**config.mk**
```make
export PLATFORM = sky130hd
export DESIGN_NAME = nv21_quad_to_rgb
export DESIGN_NICKNAME = d
export VERILOG_FILES = /design/src/design/nqr_pkg.sv /design/src/design/nqr_chroma.sv /design/src/design/nqr_lane.sv /design/src/design/nv21_quad_to_rgb.sv
export SDC_FILE = /design/constraint.sdc
export NUM_CORES = 1
export LEC_CHECK = 0
export ABC_AREA = 1
export BUFFER_PORTS_ARGS = -buffer_cell sky130_fd_sc_hd__buf_2
export CORE_MARGIN = 1
export CORE_UTILIZATION = 25
export DETAILED_ROUTE_END_ITERATION = 12
export PLACE_DENSITY = 0.52
export SLEW_MARGIN = 20
export SYNTH_ARGS = -nofsm -noshare
export SYNTH_HDL_FRONTEND = slang
export SYNTH_SLANG_ARGS = --single-unit
```
**constraint.sdc**
```tcl
create_clock -name clk -period 5.9 [get_ports clk]
set_input_delay 0.885 -clock clk [delete_from_list [all_inputs] [get_ports clk]]
set_output_delay 0.885 -clock clk [all_outputs]
set_load 0.02 [all_outputs]
```
**src/design/nqr_pkg.sv**
```systemverilog
`default_nettype none

package nqr_pkg;

	localparam int unsigned PixW   = 8;
	localparam int unsigned ProdW  = 19;
	localparam int unsigned TermW  = 9;
	localparam int unsigned SumW   = 10;
	localparam int unsigned Lanes  = 4;
	localparam int unsigned QShift = 10;

	localparam logic signed [ProdW-1:0] CoefRv = 19'sd1437;
	localparam logic signed [ProdW-1:0] CoefGu = 19'sd352;
	localparam logic signed [ProdW-1:0] CoefGv = 19'sd731;
	localparam logic signed [ProdW-1:0] CoefBu = 19'sd1812;
	localparam logic signed [ProdW-1:0] QRound = 19'sd1023;
	localparam logic [PixW-1:0]         ChanMax = 8'd255;

	typedef struct packed {
		logic signed [TermW-1:0] radd;
		logic signed [TermW-1:0] gsub;
		logic signed [TermW-1:0] badd;
	} term_t;

	typedef struct packed {
		logic [PixW-1:0] blue;
		logic [PixW-1:0] green;
		logic [PixW-1:0] red;
	} pixel_t;

	typedef struct packed {
		logic s1;
		logic s2;
		logic s3;
	} pipe_en_t;

	// divide by 1024, rounding toward zero
	function automatic logic signed [TermW-1:0] trunc_q10(input logic signed [ProdW-1:0] p);
		logic signed [ProdW-1:0] adj;
		begin
			adj = p + (p[ProdW-1] ? QRound : '0);
			return adj[ProdW-1:QShift];
		end
	endfunction

	function automatic logic [PixW-1:0] clamp_chan(input logic signed [SumW-1:0] s);
		begin
			if (s[SumW-1]) begin
				return '0;
			end else if (s[SumW-2]) begin
				return ChanMax;
			end else begin
				return s[PixW-1:0];
			end
		end
	endfunction

endpackage

`default_nettype wire

```
**src/design/nqr_chroma.sv**
```systemverilog
`default_nettype none

module nqr_chroma (
	input  wire logic                          clk,
	input  wire nqr_pkg::pipe_en_t             en,
	input  wire logic [nqr_pkg::PixW-1:0]      chroma_u,
	input  wire logic [nqr_pkg::PixW-1:0]      chroma_v,
	output nqr_pkg::term_t                     term_s2
);
	import nqr_pkg::*;

	logic signed [PixW-1:0]  u_ofs;
	logic signed [PixW-1:0]  v_ofs;
	logic signed [ProdW-1:0] u_ext;
	logic signed [ProdW-1:0] v_ext;
	logic signed [ProdW-1:0] prod_rv_s1;
	logic signed [ProdW-1:0] prod_gu_s1;
	logic signed [ProdW-1:0] prod_gv_s1;
	logic signed [ProdW-1:0] prod_bu_s1;
	logic signed [ProdW-1:0] gsum;

	// remove the 128 bias: flip the top bit
	assign u_ofs = $signed({~chroma_u[PixW-1], chroma_u[PixW-2:0]});
	assign v_ofs = $signed({~chroma_v[PixW-1], chroma_v[PixW-2:0]});
	assign u_ext = {{(ProdW-PixW){u_ofs[PixW-1]}}, u_ofs};
	assign v_ext = {{(ProdW-PixW){v_ofs[PixW-1]}}, v_ofs};

	always_ff @(posedge clk) begin
		if (en.s1) begin
			prod_rv_s1 <= v_ext * CoefRv;
			prod_gu_s1 <= u_ext * CoefGu;
			prod_gv_s1 <= v_ext * CoefGv;
			prod_bu_s1 <= u_ext * CoefBu;
		end
	end

	assign gsum = prod_gu_s1 + prod_gv_s1;

	always_ff @(posedge clk) begin
		if (en.s2) begin
			term_s2.radd <= trunc_q10(prod_rv_s1);
			term_s2.gsub <= trunc_q10(gsum);
			term_s2.badd <= trunc_q10(prod_bu_s1);
		end
	end

endmodule

`default_nettype wire

```
**src/design/nqr_lane.sv**
```systemverilog
`default_nettype none

module nqr_lane (
	input  wire logic                          clk,
	input  wire logic                          en,
	input  wire logic [nqr_pkg::PixW-1:0]      luma,
	input  wire nqr_pkg::term_t                term,
	output nqr_pkg::pixel_t                    pix_s3
);
	import nqr_pkg::*;

	logic signed [SumW-1:0] luma_ext;
	logic signed [SumW-1:0] red_sum;
	logic signed [SumW-1:0] green_sum;
	logic signed [SumW-1:0] blue_sum;

	assign luma_ext  = $signed({{(SumW-PixW){1'b0}}, luma});
	assign red_sum   = luma_ext + {term.radd[TermW-1], term.radd};
	assign green_sum = luma_ext - {term.gsub[TermW-1], term.gsub};
	assign blue_sum  = luma_ext + {term.badd[TermW-1], term.badd};

	always_ff @(posedge clk) begin
		if (en) begin
			pix_s3.red   <= clamp_chan(red_sum);
			pix_s3.green <= clamp_chan(green_sum);
			pix_s3.blue  <= clamp_chan(blue_sum);
		end
	end

endmodule

`default_nettype wire

```
**src/design/nv21_quad_to_rgb.sv**
```systemverilog
// channel   dir  bits  contents
// s_axis    in   48    luma tl, tr, bl, br, chroma u, chroma v
// m_axis    out  96    r,g,b of tl, then tr, bl, br
//
// Three register stages: chroma products, chroma terms, per-pixel add and clamp.
// One quad per clock sustained while m_tready is high; m_tvalid follows valid_s3.
// Each stage advances when it is empty or the stage after it advances, so
// empty stages keep taking quads while a result waits on m_tready.
// arst_n clears the stage valid flags only; data registers hold no reset.
`default_nettype none

module nv21_quad_to_rgb (
	input  wire logic        clk,
	input  wire logic        arst_n,
	input  wire logic        s_tvalid,
	output logic             s_tready,
	// [7:0] luma_top_left, [15:8] luma_top_right, [23:16] luma_bottom_left,
	// [31:24] luma_bottom_right, [39:32] chroma_u, [47:40] chroma_v
	input  wire logic [47:0] s_tdata,
	output logic             m_tvalid,
	input  wire logic        m_tready,
	// [7:0] red_tl, [15:8] green_tl, [23:16] blue_tl, [31:24] red_tr,
	// [39:32] green_tr, [47:40] blue_tr, [55:48] red_bl, [63:56] green_bl,
	// [71:64] blue_bl, [79:72] red_br, [87:80] green_br, [95:88] blue_br
	output logic [95:0]      m_tdata
);
	import nqr_pkg::*;

	pipe_en_t        en;
	logic            valid_s1;
	logic            valid_s2;
	logic            valid_s3;
	logic [PixW-1:0] luma_s1 [Lanes];
	logic [PixW-1:0] luma_s2 [Lanes];
	term_t           term_s2;
	pixel_t          pix_s3 [Lanes];

	assign en.s3    = ~valid_s3 | m_tready;
	assign en.s2    = ~valid_s2 | en.s3;
	assign en.s1    = ~valid_s1 | en.s2;
	assign s_tready = en.s1;
	assign m_tvalid = valid_s3;

	always_ff @(posedge clk or negedge arst_n) begin
		if (!arst_n) begin
			valid_s1 <= 1'b0;
			valid_s2 <= 1'b0;
			valid_s3 <= 1'b0;
		end else begin
			if (en.s1) valid_s1 <= s_tvalid;
			if (en.s2) valid_s2 <= valid_s1;
			if (en.s3) valid_s3 <= valid_s2;
		end
	end

	always_ff @(posedge clk) begin
		for (int i = 0; i < Lanes; i++) begin
			if (en.s1) luma_s1[i] <= s_tdata[i*PixW +: PixW];
			if (en.s2) luma_s2[i] <= luma_s1[i];
		end
	end

	nqr_chroma u_chroma (
		.clk      (clk),
		.en       (en),
		.chroma_u (s_tdata[Lanes*PixW +: PixW]),
		.chroma_v (s_tdata[(Lanes+1)*PixW +: PixW]),
		.term_s2  (term_s2)
	);

	for (genvar g = 0; g < Lanes; g++) begin : g_lane
		nqr_lane u_lane (
			.clk    (clk),
			.en     (en.s3),
			.luma   (luma_s2[g]),
			.term   (term_s2),
			.pix_s3 (pix_s3[g])
		);
		assign m_tdata[g*3*PixW +: PixW]          = pix_s3[g].red;
		assign m_tdata[g*3*PixW + PixW +: PixW]   = pix_s3[g].green;
		assign m_tdata[g*3*PixW + 2*PixW +: PixW] = pix_s3[g].blue;
	end

	a_ready_on_drain: assert property (@(posedge clk) disable iff (!arst_n)
		m_tready |-> s_tready)
		else $error("input stalled while output drains");

	a_ready_on_empty_out: assert property (@(posedge clk) disable iff (!arst_n)
		!valid_s3 |-> s_tready)
		else $error("input stalled with empty output stage");

	a_accept_enters: assert property (@(posedge clk) disable iff (!arst_n)
		s_tvalid && s_tready |=> valid_s1)
		else $error("accepted transaction lost at first stage");

	a_result_held: assert property (@(posedge clk) disable iff (!arst_n)
		valid_s3 && !m_tready |=> valid_s3)
		else $error("pending result dropped");

endmodule

`default_nettype wire

```
; Word level (Yosys, flattened, before mapping)
; Memory sizes are Yosys's and may differ from the RTL's.
; Index checks and enable logic that the tools add are counted.
; W data, S select, Z words.
[classes]
addsub = 16
n_mul = 4
mux = 19
bitwise_logic = 8
[op_table]
columns = cell, n
row1 = $mux W8, 12
row2 = $add A9 B9 Y10, 8
row3 = $add A19 B19 Y19, 4
row4 = $sub A9 B9 Y10, 4
row5 = $mux W10, 3
row6 = $mul A8 B11 Y19 const B, 1
row7 = $mul A8 B12 Y19 const B, 1
row8 = $mul A8 B10 Y17 const B, 1
row9 = $mul A8 B5 Y13 const B, 1
row10 = $not A1 Y1, 5
row11 = $mux W1, 4
row12 = $or A1 B1 Y1, 3
[totals]
register_bits = 195
mem_bits_rw = 64
wordCells = 71
mem_count = 2
in_bits = 52
output_inout_bits = 98
[memory_table]
columns = name, depth, width, read_ports, rd_ports_with_merged_regs, write_ports, line
row1 = luma_s1, 4, 8, 4, 0, 4, nv21_quad_to_rgb.sv:33  ; logic [PixW-1:0] luma_s1 [Lanes];
row2 = luma_s2, 4, 8, 4, 0, 4, nv21_quad_to_rgb.sv:34  ; logic [PixW-1:0] luma_s2 [Lanes];

; Longest topological paths before layout
; Gate-level depths: netlist (run 1).
[depth]
depth_word = 6
mapped_depth = 20
depth_no_buf = 20

; Cells and area by module
; A second synthesis (run 1) with hierarchy kept.
[unflattened]
cells_unflattened = 2380
area_unflattened_um2 = 20931.3
[by_module_without_submodules]
columns = mod, seq_area_each_um2, instances, cells_each, area_each_um2
row1 = nqr_chroma, 2792.7, 1, 1011, 9606.7
row2 = nqr_lane at g_lane[1].u_lane ..., 720.7, 3, 320, 2308.5
row3 = nqr_lane at g_lane[0].u_lane, 720.7, 1, 332, 2354.8
row4 = nv21_quad_to_rgb, 1996.9, 1, 77, 2044.5

; Worst setup path after synthesis (run 1)
; Ideal clock, no wire load.
[synth_path]
path_type = input-to-output
startpoint = input m_tready
endpoint = output s_tready
path_stages = 4
required_time_ns = 5.015
slack_ns = -0.487
path_buffers = 0
arrival_time_ns = 5.502
path_cell_list = inv_1 > nand2_1 > nor2_1 > nand2_1
[synth_rtl]
columns = item, line
row1 = from (decl), nv21_quad_to_rgb.sv:21  ; input wire logic m_tready,
row2 = to (decl), nv21_quad_to_rgb.sv:16  ; output logic s_tready,

; Final worst setup path (run 1)
[layout_path]
startpoint = input s_tdata[47]
endpoint = register u_chroma.prod_gv_s1[17], data pin
[layout_between]
elab_chain_len = 2
[layout_rtl]
columns = item, line
row1 = from (decl), nv21_quad_to_rgb.sv:19  ; input wire logic [47:0] s_tdata,
row2 = $not A1 Y1, nqr_chroma.sv:24  ; assign v_ofs = $signed({~chroma_v[PixW-1], chroma_v[PixW-2:0]});
row3 = $mul A8 B11 Y19, nqr_chroma.sv:32  ; prod_gv_s1 <= v_ext * CoefGv;
row4 = to (signal assigned), nqr_chroma.sv:32
row5 = to (decl), nqr_chroma.sv:18  ; logic signed [ProdW-1:0] prod_gv_s1;
; Every way passes these cells.
; A chain may end at the register's enable or synchronous reset.

==> results.toml, run 1 <==
[status]
status = "complete, no violations"

[die]
dieArea_sq_um = 79700
die_y_microns = 282
core_area_sq_um = 77600
initial_core_util_pct = 25.3
fp.dieW_microns = 282
rows = 102
io_pins = 150

[timing]
setup_viol = 0
finalCritPeriodShare_pct = 77.1
hold_viol = 0
relSlewSlack_pct = 39.6
worst_pin_slew_ps = 906
rsz0062_at_grt = "no"
fmaxAchievable_mhz = 220
tns_ps = 0
slew_viol_final = 0
skew_ps = 22.6
min_period_ps = 4550
hold_slack_ps = 126

[placed_design]
port_buffers = 149
dp_hpwl_microns = 41000
postPlaceCellArea_sq_um = 21700
globalplace.congestion = 0.871

[layout]
final_nets = 2618
area_growth_pct = 16.2
nFillCells = 8239
drive_gt1_share_pct = 12.3
antenna-diode-count = 0
fin_area_sq_um = 22800

[synth]
synth_top_area_share_pct = 38.7
syn-num-nets = 2434
ys_async_sr_fraction_pct = 1.17
yosysMostFrequentCell = "inv_1"
yosysWarningCount = 0
ys_seq_area_share_pct = 39.1
synth_cells = 2038
yosysTopAreaCell = "edfxtp_1"
synth_enable_flop_cells = 253
ys_ff_latch = 256
synth_area_leaders = "edfxtp_1 (39%), ha_1 (17%), inv_1 (8.0%)"
synth-main-ff-cell = "edfxtp_1"
syn_area_per_cell_sq_um = 9.64
synthTopCellsByCount = "inv_1 (418), nand2_1 (333), ha_1 (268), edfxtp_1 (253), a21oi_1 (182)"
synth_area_sq_um = 19600
ys_types = 53

[pwr]
clkPwrFrac_pct = 15.5
power.internal_mw = 6.98
pwr-share-comb_pct = 57.5
p_total_mw = 13.2
switchingPower_mw = 6.22
power.density_nw_per_um2 = 579
p_leak_nw = 10.9
max-vdd-ir-drop_v = 0.000244
swShare_pct = 47.1
p_seq_share_pct = 27.1

[detailed_routing]
drt_iter0_markers = 848
drt-total-wl_microns = 50300
firstDrtPassIters = 5
via_per_inst = 4.18
wl_per_cell_microns = 15.3
ant_nets = 0
drc_errors = 0
dr_total_vias = 13800

[global_route]
grt_pass1_vias = 13500
grt_first_pass_wirelength_microns = 76900
antenna_found_initial = 5
grt_max_degree = 69
grtUsageTotal_pct = 12.7
overflow = 0

[worst_setup_path]
crit_type = "input pin to register"
rrSetupSlack_ps = 2550
crit_arrival_ps = 4850
reg2regPathDepth = 17
reg2reg_from = "u_chroma.prod_gv_s1[13]"
cp-end-kind = "register"
worst_setup_path_start_kind = "input pin"
worstPathRequired_ps = 6200
rr_endpoint = "u_chroma.term_s2[13]"
crit_path_max_fanout = 7

[cts]
cts.clk_slew.worst_paths_ps = 60
clk_path_buf_depth = 3
cts_hold_buf = 0
post_cts_buffers = 0
cts-buffers-inserted = 34
h-tree-depth = 2
worst_skew_pair.late_latency_ps = 560
cts_tree = "yes"
cts_root_buf = "clkbuf_16"
cts-resized-gates = 0
clock_sinks = 256

[flow_run]
maxCapViolCount = 0

[worst_hold_path]
hold_path.class = "input pin to asynchronous set/reset pin"
## flip-flops by register name, indices dropped and copies added (netlist names)
signal and cells:
m_tvalid 1, u_chroma.prod_gu_s1 13, u_chroma.prod_bu_s1 16, u_chroma.term_s2 27, u_chroma.prod_rv_s1 18, u_chroma.prod_gv_s1 19, luma_s2 32, luma_s1 32
valid_s2 1, valid_s1 1, g_lane.u_lane.pix_s3 96
## power groups by stage
stage	clock (mW)	sequential (mW)	combinational, mW
after floorplan	0	3.87	5.23
after CTS	2.12	3.60	7.69
after global routing	2.17	3.66	8.69
final	2.04	3.57	7.59
after global placement	0	3.64	7.64
after detailed placement	0	3.63	7.65
## cells in the final DEF, fill, tap and decap left out, types with 4 or more instances in the layout
master / netlist / final
a21oi_1: 182 / 182
a31oi_1: 4 / 4
buf_2: 0 / 149
clkbuf_16: 0 / 34
clkinv_2: 0 / 9
clkinvlp_4: 0 / 4
edfxtp_1: 253 / 253
fa_1: 76 / 76
ha_1: 268 / 268
inv_1: 418 / 417
inv_2: 3 / 4
inv_6: 0 / 6
nand2_1: 333 / 331
nand2_2: 14 / 14
nand2_4: 2 / 4
nand3_1: 51 / 51
nand3_2: 5 / 5
nand4_1: 23 / 23
nor2_1: 108 / 108
nor2_2: 6 / 6
nor3_1: 9 / 9
nor4_1: 9 / 9
o211ai_1: 11 / 11
o21a_1: 7 / 7
o21ai_0: 35 / 35
o21ai_1: 18 / 18
o21bai_1: 11 / 11
o311ai_1: 6 / 6
o311ai_2: 5 / 5
or2_2: 4 / 4
xnor2_1: 34 / 34
xor2_1: 91 / 91
xor2_2: 12 / 12
## through the flow
| stage | util, % | setup slack [ps] | cells |
|---|---|---|---|
| 4_1_cts | 29.4 | 1360 | 3288 |
| 2_1_floorplan | - | 391 | 2038 |
| 6_report | 29.4 | 1350 | 3288 |
| 3_5_place_dp | 28.0 | 758 | 3226 |
| 3_3_place_gp | 28.0 | 789 | 3226 |
| 5_1_grt | 29.4 | 1080 | 3288 |
## worst max-delay path: stages
cell and delay (ps):
buf_2 170, inv_1 250, fa_1 540, ha_1 360, fa_1 550, inv_1 60, fa_1 540, inv_1 40
ha_1 350, nand2_1 90, o21a_1 190, nand2_1 90, nand2_1 60, a22oi_1 240, nand3_1 170, o211ai_1 180
nand2_1 70
## metal layers
layer | GRT usage (%) | share of wire, % | up-vias | wire (microns)
li1 | - | - | 7128 | -
met1 | 16.1 | 45 | 6331 | 22700
met2 | 21.9 | 48 | 224 | 24200
met3 | 2.27 | 4.4 | 62 | 2240
met4 | 3.52 | 2.2 | 6 | 1120
met5 | 0 | 0.064 | - | 32
## kinds of logic after synthesis
family,share of synthesized area [%]
simple gates,12.4
buf+inv,8.16
fa+ha+maj,24.8
compound gates,8.96
flops,39.1
xor+xnor,6.57
## worst max-delay path by stage
stage                           start                      end  cells past startpoint
after floorplan              m_tready                 s_tready                      4
after global placement    s_tdata[47]  u_chroma.prod_gv_s1[17]                     17
after detailed placement  s_tdata[47]  u_chroma.prod_gv_s1[17]                     17
after CTS                 s_tdata[47]  u_chroma.prod_gv_s1[17]                     17
after global routing      s_tdata[46]  u_chroma.prod_gv_s1[17]                     18
final                     s_tdata[47]  u_chroma.prod_gv_s1[17]                     17
## area by class of cell
class | instances | area [sq um] | share of cell area, %
multi-input combinational | 1356 | 10400 | 45.5
sequential | 256 | 7670 | 33.6
inverter | 422 | 1580 | 6.94
tap | 1040 | 1300 | 5.70
clock buffer | 38 | 876 | 3.84
timing repair buffer | 152 | 781 | 3.42
clock inverter | 24 | 229 | 1.00
No activity file was read; power rests on OpenSTA's default activity.
==> run 2, diff against run 1 <==
--- a/config.mk
+++ b/config.mk
@@ -5,7 +5,7 @@
 export SDC_FILE = /design/constraint.sdc
 export NUM_CORES = 1
 export LEC_CHECK = 0
-export ABC_AREA = 1
+export ABC_AREA = 0
 export BUFFER_PORTS_ARGS = -buffer_cell sky130_fd_sc_hd__buf_2
 export CORE_MARGIN = 1
 export CORE_UTILIZATION = 25
==> constraint.sdc (replaced) <==
create_clock -name clk -period 4.1 [get_ports clk]
set_input_delay 0.615 -clock clk [delete_from_list [all_inputs] [get_ports clk]]
set_output_delay 0.615 -clock clk [all_outputs]
set_load 0.02 [all_outputs]
==> run 2 against run 1 <==
Compared with the run above: first-iteration DRC count fell by 22%; sequential cell count unchanged; combinational power grew 40%; sequential share of layout area increased by 0.76 points; critical path depth is 2 lower; core utilization up 1.5 points; clock skew shrank 9.4 ps; global-route usage fell by 0.29 points.
==> results.toml, run 2 <==
[placed_design]
postPlaceCellArea_sq_um = 21200
dp_slack_ps = -339
port_buffers = 149
dp_hpwl_microns = 38300
globalplace.congestion = 0.838

[die]
core_area_sq_um = 72100
initial_core_util_pct = 25.5
die_y_microns = 273
fp.dieW_microns = 273
io_pins = 150
dieArea_sq_um = 74500
rows = 98

[layout]
nFillCells = 7349
antenna-diode-count = 0
drive_gt1_share_pct = 19.1
multiInputGateArea_sq_um = 10000
fin_area_sq_um = 22300
final_nets = 2251
final_cell_mix = "ha_1 (258), edfxtp_1 (253), inv_1 (219)"
regMostFlops = "g_lane.u_lane.pix_s3"
layout_commonest_cell = "ha_1"
area_growth_pct = 21.6
largest_reg_flops = 96
regArea_sq_um = 7670
top_regs = "g_lane.u_lane.pix_s3: 96 flops, luma_s1: 32 flops, luma_s2: 32 flops"

[timing]
skew_ps = 13.2
final.setup.worst_slack_ps = 197
worst_pin_slew_ps = 828
setup_viol = 0
min_period_ps = 3900
hold_viol = 0
fmaxAchievable_mhz = 256
relSlewSlack_pct = 44.8
slew_viol_final = 0
finalCritPeriodShare_pct = 95.2

[worst_setup_path]
crit_type = "register to register"
cp-end-kind = "register"
crit_path_max_fanout = 7
crit_arrival_ps = 4210
worst_setup_path_start_kind = "register"
worstPathRequired_ps = 4410

[global_route]
overflow = 0
antenna_found_initial = 0
grtUsageTotal_pct = 12.4
grt_first_pass_wirelength_microns = 71100
grt_max_degree = 100
grt_pass1_vias = 12600

[worst_hold_path]
hold_path.class = "input pin to register"

[detailed_routing]
drt_iter0_markers = 661
via_per_inst = 4.34
wl_per_cell_microns = 16.4
dr_total_vias = 12300
drc_errors = 0
drt-total-wl_microns = 46400
firstDrtPassIters = 4
ant_nets = 0

[cts]
h-tree-depth = 1
cts-buffers-inserted = 30
worst_skew_pair.late_latency_ps = 560
cts.clk_slew.worst_paths_ps = 60
cts_root_buf = "clkbuf_16"
clock_sinks = 256
clk_path_buf_depth = 3
cts_tree = "yes"

[synth]
ys_ff_latch = 256
synthTopCellsByCount = "ha_1 (268), edfxtp_1 (253), inv_1 (224), xnor2_1 (123), a21oi_1 (94)"
synth_top_area_share_pct = 41.4
syn-num-nets = 1972
ys_types = 61
yosysMostFrequentCell = "ha_1"
yosysWarningCount = 0
synth_area_leaders = "edfxtp_1 (41%), ha_1 (18%), fa_1 (8.3%)"
synth_area_sq_um = 18400
synth_cells = 1576
yosysTopAreaCell = "edfxtp_1"
synth-main-ff-cell = "edfxtp_1"
ys_async_sr_fraction_pct = 1.17
syn_area_per_cell_sq_um = 11.6
ys_seq_area_share_pct = 41.8
synth_enable_flop_cells = 253

[status]
status = "complete, no violations"

[pwr]
max-vdd-ir-drop_v = 0.000463
p_leak_nw = 9.85
p_total_mw = 18.5
power.density_nw_per_um2 = 831

[flow_run]
maxCapViolCount = 0
==> run 2: path summary, 6_finish.rpt <==
| kind | slack (ps) | from | cells past startpoint | endpoint |
|---|---|---|---|---|
| worst min-delay path | 220 | s_tdata[28] | 1 | luma_s1[3][4] |
| worst max register to register | 200 | u_chroma.prod_gu_s1[15] | 15 | u_chroma.term_s2[16] |
| worst min register to register | 420 | luma_s1[2][2] | 0 | luma_s2[2][2] |
| max in group asynchronous | 3620 | arst_n | 2 | valid_s2 |
| worst max-delay path | 200 | u_chroma.prod_gu_s1[15] | 15 | u_chroma.term_s2[16] |
| min in group asynchronous | 370 | arst_n | 2 | valid_s1 |
==> run 2: layout make-up <==
type | count | share of cell area (%)
well taps | 950 | 5.33
clock buffers | 33 | 3.51
inverters | 224 | 3.82
clock inverters | 23 | 1.12
multi-input cells | 1091 | 44.9
repair buffers | 252 | 7.00
flip-flops and latches | 256 | 34.4
==> run 2: logic make-up after synthesis <==
kind of cell,count (synthesis),synth area share [%]
xor+xnor,164,7.82
compound gates,346,12.5
simple gates,236,6.58
buf+inv,229,4.69
fa+ha+maj,344,26.6
flops,256,41.8
mux,1,0.0545
==> run 2: what timing repair did <==
action                     in CTS  in global routing
gates resized for setup         0                  9
pin swaps                       1                  6
setup buffers                   0                  2
hold buffers                    1                  0
hold endpoints to repair        3                  0
setup endpoints to repair       2                  7
==> run 2: worst max-delay path, stage by stage, from the launching register on <==
cell and delay (ps):
edfxtp_1 460, ha_4 260, a211oi_2 190, nor2_1 110
a2111oi_4 330, nand2_1 140, xor2_2 190, buf_6 170
ha_1 310, nand4_1 140, or4_4 520, a211o_1 280
nand3b_4 110, and3_4 200, nand4_1 110, xnor2_1 140
==> run 2: per-layer routing <==
metal  wire, microns  share of wire (%)  global-route usage [%]  vias to the layer above
met1           21100                 46                    16.2                     5819
met3            1800                3.9                    1.29                       59
li1                -                  -                       -                     6168
met2           22400                 48                    21.7                      227
met4            1060                2.3                    3.28                        0
met5               0                  0                       0                        -
==> run 2: where the power goes <==
| group | total, mW | internal (mW) | leakage, nW | switching [mW] |
|---|---|---|---|---|
| sequential | 5.18 | 4.48 | 2.60 | 0.701 |
| clock | 2.75 | 1.61 | 0.503 | 1.14 |
| combinational | 10.6 | 4.66 | 6.75 | 5.96 |
| total | 18.5 | 10.7 | 9.85 | 7.80 |
==> run 2: through the flow <==
stage	hold WS [ps]	utilization [%]	instances	setup TNS [ps]
2_1_floorplan	319	-	1576	-89800
3_3_place_gp	402	29.4	2770	-2900
3_5_place_dp	405	29.4	2770	-3190
4_1_cts	186	30.9	2827	0
5_1_grt	193	31.0	2829	-57.8
6_report	224	31.0	2829	0
==> run 3, diff against run 2 <==
--- a/config.mk
+++ b/config.mk
@@ -6,11 +6,11 @@
 export NUM_CORES = 1
 export LEC_CHECK = 0
 export ABC_AREA = 0
+export ABC_CLOCK_PERIOD_IN_PS = 4100
 export BUFFER_PORTS_ARGS = -buffer_cell sky130_fd_sc_hd__buf_2
 export CORE_MARGIN = 1
 export CORE_UTILIZATION = 25
 export DETAILED_ROUTE_END_ITERATION = 12
-export PLACE_DENSITY = 0.52
 export SLEW_MARGIN = 20
 export SYNTH_ARGS = -nofsm -noshare
 export SYNTH_HDL_FRONTEND = slang
==> run 3 against run 2 <==
Compared with the run above: register-to-register slack worse by 50 ps; sequential share of layout area down 0.11 points; sequential cell count unchanged; combinational power about the same; non-clock buffer count up 7; clock skew up 9.8 ps; hold slack worse by 0.73 ps; final cell count up 0.18%; largest power group unchanged; highest routed layer unchanged.
==> results.toml, run 3 (synthesis results as in run 2) <==
[status]
status = "complete, no violations"

[die]
initial_core_util_pct = 25.5
io_pins = 150
rows = 98
die_y_microns = 273
dieArea_sq_um = 74500
fp.dieW_microns = 273
core_area_sq_um = 72100

[layout]
largest_reg_flops = 96
drive_gt1_share_pct = 19.2
multiInputGateArea_sq_um = 10000
nFillCells = 7284
final_cell_mix = "ha_1 (257), edfxtp_1 (253), inv_1 (219)"
regArea_sq_um = 7670
final_util_pct = 31.1
area_growth_pct = 22.0
top_regs = "g_lane.u_lane.pix_s3: 96 flops, luma_s1: 32 flops, luma_s2: 32 flops"
final_nets = 2257
layout_commonest_cell = "ha_1"
regMostFlops = "g_lane.u_lane.pix_s3"
finalNonFillerCells = 2834

[pwr]
power.density_nw_per_um2 = 830
max-vdd-ir-drop_v = 0.000489
power.internal_mw = 10.9
p_leak_nw = 9.88
pwr-share-comb_pct = 56.8
swShare_pct = 41.5
switchingPower_mw = 7.72
p_seq_share_pct = 27.9
p_total_mw = 18.6
clkPwrFrac_pct = 15.3

[worst_hold_path]
hp-start = "s_tdata[6]"
hold_path.class = "input pin to register"
worstHoldPathCells = 1
hold_end = "luma_s1[0][6]"

[placed_design]
dp_hpwl_microns = 38000
port_buffers = 149
place_inst = 2778
dp_slack_ps = -345
globalplace.congestion = 0.877

[worst_setup_path]
crit_chain = "ha_1 > nand4_1 > nor2_2 > a2111oi_4 > nand2_2 > xor2_4 > buf_4 > ha_1 > nand4_1 > or4_1 > a211o_1 > nand3b_4 > and3_2 > nand4_1 > xnor2_1"
slowest_stage = "or4_1"
cp-end-kind = "register"
reg2reg_from = "u_chroma.prod_gu_s1[17]"
rr_endpoint = "u_chroma.term_s2[16]"
worst_setup_path_start_kind = "register"
reg2regPathDepth = 15
crit_top_cell = "nand4_1"
worstPathRequired_ps = 4420
critPathBufInv = 1
crit_path_max_fanout = 9
max_stage_delay_ps = 510
crit_type = "register to register"
rrSetupSlack_ps = 150
cpLargestDelayFamily = "simple AND/OR/NAND/NOR gates"
crit_arrival_ps = 4270

[cts]
worst_skew_pair.late_latency_ps = 570
clk_path_buf_depth = 3
h-tree-depth = 1
cts.clk_slew.worst_paths_ps = 60
cts_tree = "yes"
cts_root_buf = "clkbuf_16"
clock_sinks = 256
cts-buffers-inserted = 29

[detailed_routing]
drt-total-wl_microns = 46200
via_per_inst = 4.40
drt_iter0_markers = 647
wl_per_cell_microns = 16.3
dr_total_vias = 12500
ant_nets = 0
drc_errors = 0
firstDrtPassIters = 5

[timing]
hold_slack_ps = 223
min_period_ps = 3950
finalCritPeriodShare_pct = 96.4
hold_viol = 0
final.setup.worst_slack_ps = 147
slew_viol_final = 0
worst_pin_slew_ps = 845
rsz0062_at_grt = "no"
setup_viol = 0
skew_ps = 23.0
fmaxAchievable_mhz = 253
relSlewSlack_pct = 43.7

[global_route]
grtUsageTotal_pct = 12.3
grt_pass1_vias = 12800
grt_first_pass_wirelength_microns = 71200
antenna_found_initial = 0
overflow = 0
grt_max_degree = 100

[flow_run]
maxCapViolCount = 0
## run 3: layout make-up
| class | instances | area share [%] |
|---|---|---|
| multi-input combinational | 1091 | 44.8 |
| sequential | 256 | 34.3 |
| timing repair buffer | 259 | 7.14 |
| tap | 950 | 5.31 |
| inverter | 224 | 3.81 |
| clock buffer | 32 | 3.29 |
| clock inverter | 21 | 1.38 |
| antenna | 1 | 0.0112 |
## run 3: through the flow
step                      TNS [ps]  cell area, sq um
after floorplan             -89800             18500
after global placement       -3090             21200
after detailed placement     -4950             21200
after CTS                        0             22300
after global routing             0             22400
final                            0             22400
## run 3: layer usage
metal / routed length, microns / up-vias / global-route usage (%) / part of all wire, %
met3: 2490 / 85 / 1.72 / 5.4
met5: 0 / - / 0 / 0
li1: - / 6174 / - / -
met2: 22100 / 292 / 21.5 / 48
met1: 20200 / 5915 / 15.7 / 44
met4: 1340 / 0 / 3.79 / 2.9
## run 3: power by group through the flow
stage	Combinational (mW)	Clock, mW	Sequential [mW]
3_3_place_gp	10.2	0	5.23
5_1_grt	11.8	3.00	5.30
4_1_cts	10.6	2.91	5.20
3_5_place_dp	10.5	0	5.25
2_1_floorplan	6.88	0	5.58
6_report	10.6	2.84	5.18
## run 3: repair_timing
item / 4_1_cts / 5_1_grt
buffers inserted: 0 / 1
resized for setup: 4 / 4
hold endpoints to repair: 3 / 0
hold buffers: 1 / 0
pin swaps: 0 / 3
endpoints found under the setup margin: 9 / 4
## run 3: how the worst max path moves through the flow
stage / endpoint / cells after the start / start
6_report: u_chroma.term_s2[16] / 15 / u_chroma.prod_gu_s1[17]
5_1_grt: u_chroma.term_s2[16] / 15 / u_chroma.prod_gu_s1[17]
4_1_cts: u_chroma.term_s2[16] / 15 / u_chroma.prod_gv_s1[15]
3_5_place_dp: u_chroma.prod_rv_s1[18] / 17 / s_tdata[41]
3_3_place_gp: u_chroma.prod_rv_s1[18] / 17 / s_tdata[41]
2_1_floorplan: luma_s1[0][0] / 1 / m_tready
## run 3: worst register-to-register path, stage by stage, from the launching register on
cell and delay [ps]:
edfxtp_1 420, ha_1 340, nand4_1 130, nor2_2 70, a2111oi_4 420, nand2_2 140
xor2_4 220, buf_4 200, ha_1 290, nand4_1 110, or4_1 510, a211o_1 280
nand3b_4 110, and3_2 210, nand4_1 120, xnor2_1 140
